## src/hw/rtl/y2r_pkg.sv

```systemverilog
`default_nettype none
// ----------------------------------------------------------------------------
// y2r_pkg: shared types for the YUY2 to RGB orientation core
// Beat layouts, configuration register indexes, lane control and mapping
// configuration used by the lanes and the top level.
// ----------------------------------------------------------------------------
package y2r_pkg;

  localparam int unsigned CoordW = 12;
  localparam int unsigned ExtentW = 13;
  localparam int unsigned CfgIdxW = 3;

  typedef logic [CoordW-1:0] coord_t;

  typedef enum logic [CfgIdxW-1:0] {
    CFG_MIRROR_X      = 3'd0,
    CFG_MIRROR_Y      = 3'd1,
    CFG_QUARTER_TURNS = 3'd2,
    CFG_COLS_USED     = 3'd3,
    CFG_ROWS_USED     = 3'd4
  } cfg_idx_e;

  typedef struct packed {
    logic [7:0] luma_first;
    logic [7:0] chroma_blue;
    logic [7:0] luma_second;
    logic [7:0] chroma_red;
    coord_t     src_row;
    coord_t     src_col;
  } in_beat_t;

  typedef struct packed {
    logic [7:0] red_first;
    logic [7:0] green_first;
    logic [7:0] blue_first;
    logic [7:0] red_second;
    logic [7:0] green_second;
    logic [7:0] blue_second;
    coord_t     dst_row_first;
    coord_t     dst_col_first;
    coord_t     dst_row_second;
    coord_t     dst_col_second;
  } out_beat_t;

  typedef struct packed {
    logic [7:0] red;
    logic [7:0] green;
    logic [7:0] blue;
  } rgb_t;

  typedef struct packed {
    coord_t row;
    coord_t col;
  } place_t;

  // Low 12 bits of the saturated extents suffice: results wrap modulo 4096.
  typedef struct packed {
    logic       mirror_x;
    logic       mirror_y;
    logic [1:0] quarter_turns;
    coord_t     width;
    coord_t     height;
  } orient_cfg_t;

  typedef struct packed {
    logic adv1;
    logic adv2;
  } pipe_ctrl_t;

endpackage : y2r_pkg
`default_nettype wire

```

## src/hw/rtl/y2r_color_lane.sv

```systemverilog
`default_nettype none
// ----------------------------------------------------------------------------
// y2r_color_lane: one BT.601 integer color lane
// Stage one forms the luma and chroma products, stage two sums, rounds,
// shifts and clamps to one RGB pixel.
// ----------------------------------------------------------------------------
module y2r_color_lane
  import y2r_pkg::*;
(
  input  wire logic       clk_i,
  input  wire pipe_ctrl_t ctrl_i,
  input  wire logic [7:0] luma_i,
  input  wire logic [7:0] cb_i,
  input  wire logic [7:0] cr_i,
  output rgb_t            rgb_o
);

  logic signed [9:0]  y_off, u_off, v_off;
  logic signed [19:0] t_d, t_q;
  logic signed [19:0] rv_d, rv_q;
  logic signed [19:0] gc_d, gc_q;
  logic signed [19:0] bu_d, bu_q;
  logic signed [19:0] r_sum, g_sum, b_sum;
  rgb_t               rgb_d, rgb_q;

  function automatic logic [7:0] clamp8(input logic signed [19:0] sum);
    logic [7:0] res;
    if (sum[19]) begin
      res = 8'd0;
    end else if (|sum[18:16]) begin
      res = 8'hFF;
    end else begin
      res = sum[15:8];
    end
    return res;
  endfunction

  always_comb begin
    y_off = $signed({2'b00, luma_i}) - 10'sd16;
    u_off = $signed({2'b00, cb_i}) - 10'sd128;
    v_off = $signed({2'b00, cr_i}) - 10'sd128;
    t_d   = 20'(y_off) * 20'sd298;
    rv_d  = 20'(v_off) * 20'sd409;
    gc_d  = 20'(u_off) * 20'sd100 + 20'(v_off) * 20'sd208;
    bu_d  = 20'(u_off) * 20'sd516;
  end

  always_comb begin
    r_sum = t_q + rv_q + 20'sd128;
    g_sum = t_q - gc_q + 20'sd128;
    b_sum = t_q + bu_q + 20'sd128;
    rgb_d.red   = clamp8(r_sum);
    rgb_d.green = clamp8(g_sum);
    rgb_d.blue  = clamp8(b_sum);
  end

  always_ff @(posedge clk_i) begin
    if (ctrl_i.adv1) begin
      t_q  <= t_d;
      rv_q <= rv_d;
      gc_q <= gc_d;
      bu_q <= bu_d;
    end
    if (ctrl_i.adv2) begin
      rgb_q <= rgb_d;
    end
  end

  assign rgb_o = rgb_q;

endmodule : y2r_color_lane
`default_nettype wire

```

## src/hw/rtl/y2r_coord_lane.sv

```systemverilog
`default_nettype none
// ----------------------------------------------------------------------------
// y2r_coord_lane: destination coordinate lane for one pixel
// Applies mirror and quarter-turn mapping to one source position, with
// reversal over the clipped extent, wrapped to 12 bits.
// ----------------------------------------------------------------------------
module y2r_coord_lane
  import y2r_pkg::*;
(
  input  wire logic        clk_i,
  input  wire pipe_ctrl_t  ctrl_i,
  input  wire orient_cfg_t cfg_i,
  input  wire coord_t      row_i,
  input  wire coord_t      col_i,
  output place_t           place_o
);

  logic   transpose, rev_row, rev_col;
  coord_t row_src, col_src, row_ext, col_ext;
  place_t place_d, s1_q, s2_q;

  always_comb begin
    transpose = cfg_i.quarter_turns[0];
    if (transpose) begin
      rev_row = (cfg_i.quarter_turns == 2'd3) ^ cfg_i.mirror_y;
      rev_col = (cfg_i.quarter_turns == 2'd1) ^ cfg_i.mirror_x;
      row_src = col_i;
      row_ext = cfg_i.width;
      col_src = row_i;
      col_ext = cfg_i.height;
    end else begin
      rev_row = (cfg_i.quarter_turns == 2'd2) ^ cfg_i.mirror_y;
      rev_col = (cfg_i.quarter_turns == 2'd2) ^ cfg_i.mirror_x;
      row_src = row_i;
      row_ext = cfg_i.height;
      col_src = col_i;
      col_ext = cfg_i.width;
    end
    // extent - 1 - c, modulo 4096
    place_d.row = rev_row ? (row_ext - 12'd1 - row_src) : row_src;
    place_d.col = rev_col ? (col_ext - 12'd1 - col_src) : col_src;
  end

  always_ff @(posedge clk_i) begin
    if (ctrl_i.adv1) begin
      s1_q <= place_d;
    end
    if (ctrl_i.adv2) begin
      s2_q <= s1_q;
    end
  end

  assign place_o = s2_q;

endmodule : y2r_coord_lane
`default_nettype wire

```

## src/hw/rtl/yuy2_to_rgb_orient_core.sv

```systemverilog
`default_nettype none
// ----------------------------------------------------------------------------
// yuy2_to_rgb_orient_core: YUY2 macropixel to RGB with mirror and rotation
//
//   port group  direction  beat
//   in_*        input      one YUY2 macropixel with source row and column
//   out_*       output     two RGB pixels with destination rows and columns
//   cfg_*       input      register write: index, 13-bit data
//
// One macropixel per cycle while in_stall_o is low; an accepted beat passes stage one and stage two before out_valid_o.
// Stage one forms the color products and the mapped coordinates in two
// color lanes and two coordinate lanes; stage two clamps and merges them
// into the output register.
// Reset clears both stage valid flags and loads the register reset values.
// A stalled output holds; stage one still fills, and input stalls only when
// both stages are full and the output is stalled.
// ----------------------------------------------------------------------------
module yuy2_to_rgb_orient_core
  import y2r_pkg::*;
#(
  parameter int unsigned MAX_EXTENT = 4096
) (
  input  wire logic                clk_i,
  input  wire logic                rst_ni,
  input  wire logic                in_valid_i,
  output logic                     in_stall_o,
  input  wire in_beat_t            in_data_i,
  output logic                     out_valid_o,
  input  wire logic                out_stall_i,
  output out_beat_t                out_data_o,
  input  wire logic                cfg_we_i,
  input  wire logic [CfgIdxW-1:0]  cfg_idx_i,
  input  wire logic [ExtentW-1:0]  cfg_data_i
);

  localparam coord_t MaxExtLow = coord_t'(MAX_EXTENT);

  logic               mirror_x_q, mirror_y_q;
  logic [1:0]         turns_q;
  logic [ExtentW-1:0] cols_q, rows_q;
  logic               v1_q, v2_q;
  pipe_ctrl_t         ctrl;
  orient_cfg_t        ocfg;
  coord_t             col_second;
  rgb_t               rgb_first, rgb_second;
  place_t             pl_first, pl_second;

  // Configuration registers
  always_ff @(posedge clk_i or negedge rst_ni) begin
    if (!rst_ni) begin
      mirror_x_q <= 1'b0;
      mirror_y_q <= 1'b0;
      turns_q    <= 2'd0;
      cols_q     <= 13'd640;
      rows_q     <= 13'd480;
    end else if (cfg_we_i) begin
      unique case (cfg_idx_e'(cfg_idx_i))
        CFG_MIRROR_X:      mirror_x_q <= cfg_data_i[0];
        CFG_MIRROR_Y:      mirror_y_q <= cfg_data_i[0];
        CFG_QUARTER_TURNS: turns_q    <= cfg_data_i[1:0];
        CFG_COLS_USED:     cols_q     <= cfg_data_i;
        CFG_ROWS_USED:     rows_q     <= cfg_data_i;
        default: ;
      endcase
    end
  end

  always_comb begin
    ocfg.mirror_x      = mirror_x_q;
    ocfg.mirror_y      = mirror_y_q;
    ocfg.quarter_turns = turns_q;
    ocfg.width  = (32'(cols_q) > MAX_EXTENT) ? MaxExtLow : cols_q[CoordW-1:0];
    ocfg.height = (32'(rows_q) > MAX_EXTENT) ? MaxExtLow : rows_q[CoordW-1:0];
  end

  // Pipeline control: advance a stage when it has room downstream
  always_comb begin
    ctrl.adv2  = v1_q & (~v2_q | ~out_stall_i);
    in_stall_o = v1_q & v2_q & out_stall_i;
    ctrl.adv1  = in_valid_i & ~in_stall_o;
  end

  always_ff @(posedge clk_i or negedge rst_ni) begin
    if (!rst_ni) begin
      v1_q <= 1'b0;
      v2_q <= 1'b0;
    end else begin
      if (ctrl.adv1) begin
        v1_q <= 1'b1;
      end else if (ctrl.adv2) begin
        v1_q <= 1'b0;
      end
      if (ctrl.adv2) begin
        v2_q <= 1'b1;
      end else if (!out_stall_i) begin
        v2_q <= 1'b0;
      end
    end
  end

  assign col_second = in_data_i.src_col + 12'd1;

  y2r_color_lane u_color_first (
    .clk_i  (clk_i),
    .ctrl_i (ctrl),
    .luma_i (in_data_i.luma_first),
    .cb_i   (in_data_i.chroma_blue),
    .cr_i   (in_data_i.chroma_red),
    .rgb_o  (rgb_first)
  );

  y2r_color_lane u_color_second (
    .clk_i  (clk_i),
    .ctrl_i (ctrl),
    .luma_i (in_data_i.luma_second),
    .cb_i   (in_data_i.chroma_blue),
    .cr_i   (in_data_i.chroma_red),
    .rgb_o  (rgb_second)
  );

  y2r_coord_lane u_coord_first (
    .clk_i   (clk_i),
    .ctrl_i  (ctrl),
    .cfg_i   (ocfg),
    .row_i   (in_data_i.src_row),
    .col_i   (in_data_i.src_col),
    .place_o (pl_first)
  );

  y2r_coord_lane u_coord_second (
    .clk_i   (clk_i),
    .ctrl_i  (ctrl),
    .cfg_i   (ocfg),
    .row_i   (in_data_i.src_row),
    .col_i   (col_second),
    .place_o (pl_second)
  );

  // Merge the lanes into the output beat
  always_comb begin
    out_data_o.red_first      = rgb_first.red;
    out_data_o.green_first    = rgb_first.green;
    out_data_o.blue_first     = rgb_first.blue;
    out_data_o.red_second     = rgb_second.red;
    out_data_o.green_second   = rgb_second.green;
    out_data_o.blue_second    = rgb_second.blue;
    out_data_o.dst_row_first  = pl_first.row;
    out_data_o.dst_col_first  = pl_first.col;
    out_data_o.dst_row_second = pl_second.row;
    out_data_o.dst_col_second = pl_second.col;
  end

  assign out_valid_o = v2_q;

`ifndef SYNTH
  a_stall_needs_full : assert property (@(posedge clk_i) disable iff (!rst_ni)
    in_stall_o |-> (v1_q && out_valid_o && out_stall_i))
    else $error("input stalled while pipeline has room");

  a_accept_fills_s1 : assert property (@(posedge clk_i) disable iff (!rst_ni)
    (in_valid_i && !in_stall_o) |=> v1_q)
    else $error("accepted beat not held in stage one");

  a_s1_moves_on : assert property (@(posedge clk_i) disable iff (!rst_ni)
    (v1_q && !(out_valid_o && out_stall_i)) |=> out_valid_o)
    else $error("stage one beat lost on its way to the output");

  a_held_beat_stays : assert property (@(posedge clk_i) disable iff (!rst_ni)
    (out_valid_o && out_stall_i) |=> (out_valid_o && $stable(out_data_o)))
    else $error("stalled output beat changed or dropped");
`endif

endmodule : yuy2_to_rgb_orient_core
`default_nettype wire
```

## config.mk

```make
export PLATFORM = sky130hd
export DESIGN_NAME = yuy2_to_rgb_orient_core
export DESIGN_NICKNAME = d
export VERILOG_FILES = /design/src/hw/rtl/y2r_pkg.sv /design/src/hw/rtl/y2r_color_lane.sv /design/src/hw/rtl/y2r_coord_lane.sv /design/src/hw/rtl/yuy2_to_rgb_orient_core.sv
export SDC_FILE = /design/constraint.sdc
export NUM_CORES = 1
export LEC_CHECK = 0
export BUFFER_PORTS_ARGS = -buffer_cell sky130_fd_sc_hd__buf_2
export CAP_MARGIN = 10
export CORE_MARGIN = 1.5
export CORE_UTILIZATION = 50
export CTS_CLUSTER_DIAMETER = 80
export DETAILED_ROUTE_END_ITERATION = 10
export GPL_TIMING_DRIVEN = 0
export HOLD_SLACK_MARGIN = 0.12
export PLACE_DENSITY = 0.68
export REMOVE_ABC_BUFFERS = 1
export SKIP_LAST_GASP = 1
export SYNTH_ARGS = -nofsm -noshare
export SYNTH_HDL_FRONTEND = slang
export SYNTH_SLANG_ARGS = --single-unit
```

## constraint.sdc

```tcl
create_clock -name clk_i -period 12.01 [get_ports clk_i]
set_clock_uncertainty 0.05 [all_clocks]
set_input_delay 1.8015 -clock clk_i [delete_from_list [all_inputs] [get_ports clk_i]]
set_output_delay 1.8015 -clock clk_i [all_outputs]
set_load 0.01 [all_outputs]
```

==> results of run 1 <==
[registers in the layout, indices dropped and copies added (netlist names), 2 cells and up]
signal / cells
u_color_second.rgb_o: 24
u_color_first.t_q: 18
u_color_second.t_q: 18
cols_q: 13
u_color_second.rv_q: 18
rows_q: 13
u_coord_second.place_o: 24
u_coord_second.s1_q: 24
turns_q: 2
u_color_second.bu_q: 18
u_color_first.rgb_o: 24
u_coord_first.place_o: 24
u_color_second.gc_q: 16
u_coord_first.s1_q: 24
[power by group]
part	internal, uW	leakage [uW]	total [uW]	switching [uW]
sequential	1460	0.00261	1650	189
clock	603	0.000535	1010	409
combinational	1840	0.00939	4250	2410
total	3910	0.0125	6910	3000
[placed cells by master, fill, tap and decap left out, types with 13 or more instances in the layout]
cell type | synthesis | layout
a21o_1 | 39 | 39
mux2i_1 | 34 | 34
o21bai_1 | 18 | 18
or2_2 | 13 | 13
nand3_1 | 36 | 36
nand3b_1 | 13 | 13
and3_1 | 24 | 24
buf_2 | 5 | 174
a31oi_1 | 19 | 19
o21a_1 | 77 | 77
ha_1 | 459 | 459
inv_1 | 256 | 256
edfxtp_1 | 232 | 232
nand2b_1 | 23 | 23
and2_1 | 15 | 14
nor2_1 | 123 | 123
a211oi_1 | 13 | 13
clkbuf_16 | 0 | 37
nor3_1 | 37 | 36
mux2_2 | 36 | 36
dfrtp_1 | 26 | 25
xnor2_1 | 148 | 146
nor2b_1 | 35 | 35
nand2_1 | 111 | 111
a21oi_1 | 140 | 140
fa_1 | 54 | 54
o21ai_0 | 80 | 80
xor2_1 | 54 | 52
[through the flow]
stage | worst slack [ns] | hold WS, ns
5_1_grt | 4.940 | 0.3716
2_1_floorplan | 2.502 | 0.3503
3_5_place_dp | 4.919 | 0.3545
3_3_place_gp | -1.789 | 0.3550
4_1_cts | 5.470 | 0.3679
6_report | 5.446 | 0.3661
[area by class of cell]
cell class	instances	area, sq um	share of cell area
clock buffers	39	933.4	0.03444
repair buffers	183	1031	0.03804
well taps	615	769.5	0.02839
diodes	2	5.005	0.0001846
flip-flops and latches	264	7779	0.2870
inverters	257	967.2	0.03568
multi-input cells	1789	15440	0.5698
clock inverters	22	176.4	0.006509
[metal layers]
metal / share of wire / global-route usage
met1: 0.42 / 0.2740
met2: 0.51 / 0.4300
met3: 0.036 / 0.02990
met4: 0.037 / 0.09263
met5: 0.00045 / 0
[worst max-delay path by stage]
stage	from	endpoint	slack (ns)	cells after the start
floorplan	out_stall_i	u_color_first.rgb_o[0]	2.50	1
global placement	out_stall_i	u_color_first.rgb_o[23]	-1.79	2
detailed placement	in_data_i[52]	u_color_first.t_q[18]	4.92	19
CTS	in_data_i[52]	u_color_first.t_q[18]	5.47	19
global route	in_data_i[52]	u_color_first.t_q[18]	4.94	19
finish	in_data_i[52]	u_color_first.t_q[18]	5.45	19
[logic make-up after synthesis]
kind of cell / after synthesis / synth area share
fa+ha+maj: 516 / 0.2821
flops: 264 / 0.3200
xor+xnor: 205 / 0.07509
buf+inv: 290 / 0.04671
simple gates: 492 / 0.1040
compound gates: 506 / 0.1414
mux: 70 / 0.03069
==> flow_summary.ini, run 1 <==
[placement]
place_area_sq_um = 25990
place.detailed.instances = 3108
finalWeightedCongestion = 0.8975
place_hpwl_um = 47360
portBuffers = 174

[route]
wirelength_um = 57830
via_count = 17818
final_antenna_net_count = 0
drc = 0
wire_per_inst_um = 18.24
dr.pass1.iters = 5
vias_per_cell = 5.619
drtIter0Drc = 929

[worst_hold_path]
worstHoldStart = u_coord_first.s1_q[7]
hold_class = flip-flop to flip-flop
min_to = u_coord_first.place_o[7]
min_delay_path_depth = 0

[worst_setup_path]
critPathMostFrequentCell = ha_1
reg2reg_slack_ns = 6.85
cpPeakStageDelay_ns = 0.82
arrival_ns = 6.77
end_kind = flip-flop
reg2reg_to = u_coord_first.s1_q[23]
worstSetupPathType = input port to flip-flop
critPathTopFamily = adder cells
crit_required_ns = 12.22
crit_buf_inv = 4
start_kind = input port
cp_slowest_cell = nor3b_2
r2r-start = turns_q[0]
worst_r2r_path_depth = 14
crit_fanout = 14
crit_chain = buf_2 -> inv_1 -> ha_1 -> nor3b_2 -> ha_1 -> ha_1 -> inv_1 -> fa_1 -> fa_1 -> inv_1 -> ha_1 -> o21ai_0 -> a21boi_0 -> o21ai_0 -> a21boi_0 -> o21ai_0 -> a21boi_0 -> o31a_1 -> o22ai_1

[floorplanning]
die_y_um = 223.4
core_area_sq_um = 47850
ios = 175
rows = 80
die-area_sq_um = 49920
die_w_um = 223.4
start_util = 0.5078

[logic_synthesis]
yosysMostFrequentCell = ha_1
synth_seq_cells = 264
syn_area_sq_um = 24290
netlist_instances = 2343
ys_seq_area_frac = 0.3200
synth_commonest_cells = ha_1 (459), inv_1 (256), edfxtp_1 (232)
ys_warn_count = 0
synthArstFlopShare = 0.1212
synthTopCellsByArea = edfxtp_1 (29%), ha_1 (24%), xnor2_1 (5.3%)
ys.flop_type = edfxtp_1
synth_edf_count = 232
synth_area_leader_cell = edfxtp_1
synth_top_area_frac = 0.2868
postSynthAreaPerCell_sq_um = 10.37
yosysUniqueCellTypes = 92

[global_routing]
grt_pass1_wl_um = 91290
grt_max_degree = 91
grt_use_total = 0.2336
grt_pass1_vias = 17686
gr-total-overflow = 0
grt_antenna_before_repair = 3

[power_and_ir_drop]
vdd_drop_max_mv = 0.1817
p_per_area_nw_per_um2 = 254.9
leakagePower_uw = 0.01253
finalPower_uw = 6910

[layout]
nets = 3119
layout-drive-gt1-share = 0.1300
final_util = 0.5665
stdcell_area_sq_um = 27100
finalNonFillerCells = 3171
syn_to_final_growth_pct = 11.57
fillers = 4167

[clocking]
cts_buffers = 34
cts.sinks = 264
clockRootBuffer = clkbuf_16
cts_resized = 0
cts_tree = yes
htreeDepth = 2
clockBufferDepth = 3
insertion_delay_ns = 0.56
path_clk_slew_ns = 0.06
cts_hold_buf = 0
post_cts_buffers = 0

[timing]
rsz0062_at_grt = no
setup_viol = 0
slew_violations = 0
post-route-min-period_ns = 6.564
fin_crit_sh = 0.5465
hold_violations = 0
max-slew-margin-rel = 0.3050
worstMarginPinSlew_ns = 1.042
tns_ns = 0
fmax_mhz = 152.4

[outcome]
status = finished clean

[flow_run]
maxCapViolCount = 0
No activity file was read; power rests on OpenSTA's default activity.
==> inputs of run 2 (changes only) <==
--- a/config.mk
+++ b/config.mk
@@ -5,6 +5,7 @@
 export SDC_FILE = /design/constraint.sdc
 export NUM_CORES = 1
 export LEC_CHECK = 0
+export ABC_AREA = 1
 export BUFFER_PORTS_ARGS = -buffer_cell sky130_fd_sc_hd__buf_2
 export CAP_MARGIN = 10
 export CORE_MARGIN = 1.5
@@ -13,7 +14,7 @@
 export DETAILED_ROUTE_END_ITERATION = 10
 export GPL_TIMING_DRIVEN = 0
 export HOLD_SLACK_MARGIN = 0.12
-export PLACE_DENSITY = 0.68
+export PLACE_DENSITY = 0.71
 export REMOVE_ABC_BUFFERS = 1
 export SKIP_LAST_GASP = 1
 export SYNTH_ARGS = -nofsm -noshare
==> constraint.sdc (replaced) <==
create_clock -name clk_i -period 5.5 [get_ports clk_i]
set_clock_uncertainty 0.05 [all_clocks]
set_input_delay 0.825 -clock clk_i [delete_from_list [all_inputs] [get_ports clk_i]]
set_output_delay 0.825 -clock clk_i [all_outputs]
set_load 0.01 [all_outputs]
==> run 2 against run 1 <==
Effect of this change:
- wire length is 6.6% higher
- cell count up 19%
- sequential power rose by 110%
- critical path depth rose by 4
- die area rose by 2.3%
- register-to-register slack worse by 6.1 ns
- clock power grew 120%
- area after synthesis up 2.3%
- largest cell class unchanged
==> flow_summary.ini, run 2 <==
[layout]
num_antenna_cells = 0
syn_to_final_growth_pct = 11.31
nets = 3670
final_cell_mix = nand2_1 (545), inv_1 (489), ha_1 (459)
layout-drive-gt1-share = 0.1066
stdcell_area_sq_um = 27670
final_common_cell = nand2_1

[logic_synthesis]
synth_edf_count = 232
synth_commonest_cells = nand2_1 (545), inv_1 (490), ha_1 (459)
synthTopCellsByArea = edfxtp_1 (28%), ha_1 (23%), nand2_1 (8.2%)
syn_area_sq_um = 24860
yosysMostFrequentCell = nand2_1
synth_top_area_frac = 0.2802
synthArstFlopShare = 0.1212
postSynthAreaPerCell_sq_um = 8.588
ys_seq_area_frac = 0.3127
netlist_instances = 2895
yosysUniqueCellTypes = 50
ys_warn_count = 0
synth_seq_cells = 264
ys.flop_type = edfxtp_1
synth_area_leader_cell = edfxtp_1

[worst_setup_path]
start_kind = input port
crit_required_ns = 5.79
arrival_ns = 5.35
cp_slowest_cell = fa_1
worstSetupPathType = input port to flip-flop
critPathMostFrequentCell = inv_1
critPathTopFamily = adder cells
crit_fanout = 7
end_kind = flip-flop
crit_chain = buf_2 -> inv_1 -> ha_1 -> nand2_1 -> inv_1 -> ha_1 -> ha_1 -> inv_1 -> fa_1 -> fa_1 -> inv_1 -> ha_1 -> a21oi_1 -> and2_1 -> o31ai_1 -> a21oi_1 -> o21ai_0 -> nand2_1 -> inv_1 -> nor2_1 -> nor2_1 -> nor2_1 -> xor2_1
crit_buf_inv = 6
cpPeakStageDelay_ns = 0.56

[route]
wirelength_um = 61640
drc = 0
final_antenna_net_count = 0
vias_per_cell = 5.301
wire_per_inst_um = 16.35
dr.pass1.iters = 6
drtIter0Drc = 1052
via_count = 19978

[power_and_ir_drop]
power_switching_uw = 7023
p_clk_frac = 0.149
finalPower_uw = 14930
combPwrFrac = 0.615
sw_frac_of_total = 0.4704
seq_power_share = 0.236
vdd_drop_max_mv = 0.2999
p_per_area_nw_per_um2 = 539.6
leakagePower_uw = 0.01436
intPower_uw = 7909

[timing]
slew_violations = 0
post-route-min-period_ns = 5.060
worstMarginPinSlew_ns = 1.104
setup_viol = 0
hold_violations = 0
rsz0062_at_grt = no
hold_ws_ns = 0.2455
fin_crit_sh = 0.9199
fmax_mhz = 197.6
max-slew-margin-rel = 0.2628

[global_routing]
gr-total-overflow = 0
grt_pass1_wl_um = 98450
grt_antenna_before_repair = 0
grt_max_degree = 103
grt_pass1_vias = 19558
grt_use_total = 0.2453

[clocking]
clockRootBuffer = clkbuf_16
post_cts_buffers = 0
htreeDepth = 1
cts.sinks = 264
insertion_delay_ns = 0.60
path_clk_slew_ns = 0.06
clockBufferDepth = 3
cts_buffers = 31
cts_tree = yes

[floorplanning]
die-area_sq_um = 51070
rows = 81
ios = 175
core_area_sq_um = 49050
die_w_um = 226.0
die_y_um = 226.0
start_util = 0.5069

[placement]
place_hpwl_um = 50830
portBuffers = 174
place_area_sq_um = 26560
finalWeightedCongestion = 0.9245

[outcome]
status = finished clean

[worst_hold_path]
hold_class = input port to async pin

[flow_run]
maxCapViolCount = 0
run 2: cell count changes in the layout (fill, tap and decap cells not counted), moves of 76 or more:
cell / change
nand2_1: +434
nand3_1: +133
xor2_1: +80
xnor2_1: -87
inv_1: +233
o21a_1: -76
run 2: power by group through the flow:
stage | sequential [uW] | clock (uW) | combinational, uW
after floorplan | 3500 | 0 | 6680
after global placement | 3610 | 0 | 8730
after detailed placement | 3560 | 0 | 9070
after CTS | 3530 | 2280 | 9140
after global routing | 3570 | 2340 | 10400
final | 3520 | 2220 | 9180
run 2: cells by family after synthesis:
family / after synthesis / share of synthesized area
buffers and inverters: 523 / 0.08077
AND/OR/NAND/NOR: 991 / 0.1725
flip-flops: 264 / 0.3127
XOR/XNOR: 192 / 0.06764
AO/OA/AOI/OAI: 412 / 0.09194
adder cells (fa/ha/maj): 513 / 0.2745
run 2: worst reg2reg max path, delay by kind of cell, from the launching register on:
kind / cells / cell delay [ns]
flip-flops: 1 / 0.50
AND/OR/NAND/NOR: 11 / 1.42
AO/OA/AOI/OAI: 3 / 0.58
buffers and inverters: 2 / 1.09
adder cells (fa/ha/maj): 2 / 0.60
XOR/XNOR: 1 / 0.22
run 2: layout make-up:
class | instances | area (sq um)
Fill cell | 4401 | 21380
Multi-Input combinational cell | 2108 | 15110
Sequential cell | 264 | 7776
Inverter | 495 | 1863
Timing Repair Buffer | 180 | 993.5
Clock buffer | 39 | 835.8
Tap cell | 664 | 830.8
Clock inverter | 19 | 269.0
run 2: what timing repair did:
item	4_1_cts	5_1_grt
hold endpoints to repair	0	0
resized for setup	1	1
pin swaps	0	0
hold buffers	0	0
endpoints found under the setup margin	1	1
gates cloned	0	0
run 2: path summary, 6_finish.rpt:
kind | from | to | slack, ns | cells past startpoint
setup / recovery | in_data_i[36] | u_color_second.t_q[18] | 0.44 | 23
hold / removal | rst_ni | rows_q[11] | 0.25 | 1
setup reg to reg | turns_q[0] | u_coord_second.s1_q[11] | 0.80 | 19
hold reg to reg | u_coord_second.s1_q[16] | u_coord_second.place_o[16] | 0.37 | 0
max in group asynchronous | rst_ni | turns_q[0] | 4.62 | 1
min in group clk_i | u_coord_second.s1_q[16] | u_coord_second.place_o[16] | 0.37 | 0
run 2: stage by stage:
| stage | worst slack, ns | std cells | utilization | TNS (ns) |
|---|---|---|---|---|
| after CTS | 0.3089 | 3769 | 0.5641 | 0 |
| after detailed placement | -0.6432 | 3711 | 0.5415 | -2.373 |
| after floorplan | -0.6137 | 2867 | - | -58.92 |
| after global placement | -3.028 | 3705 | 0.5385 | -320.97 |
| after global routing | 0.1069 | 3769 | 0.5642 | 0 |
| final | 0.4404 | 3769 | 0.5642 | 0 |
run 2: per-layer routing:
metal,track usage,vias up,part of all wire
li1,-,9994,-
met1,0.3027,9354,0.42
met2,0.4305,498,0.49
met3,0.03149,132,0.048
met4,0.1022,0,0.042
met5,0,-,0
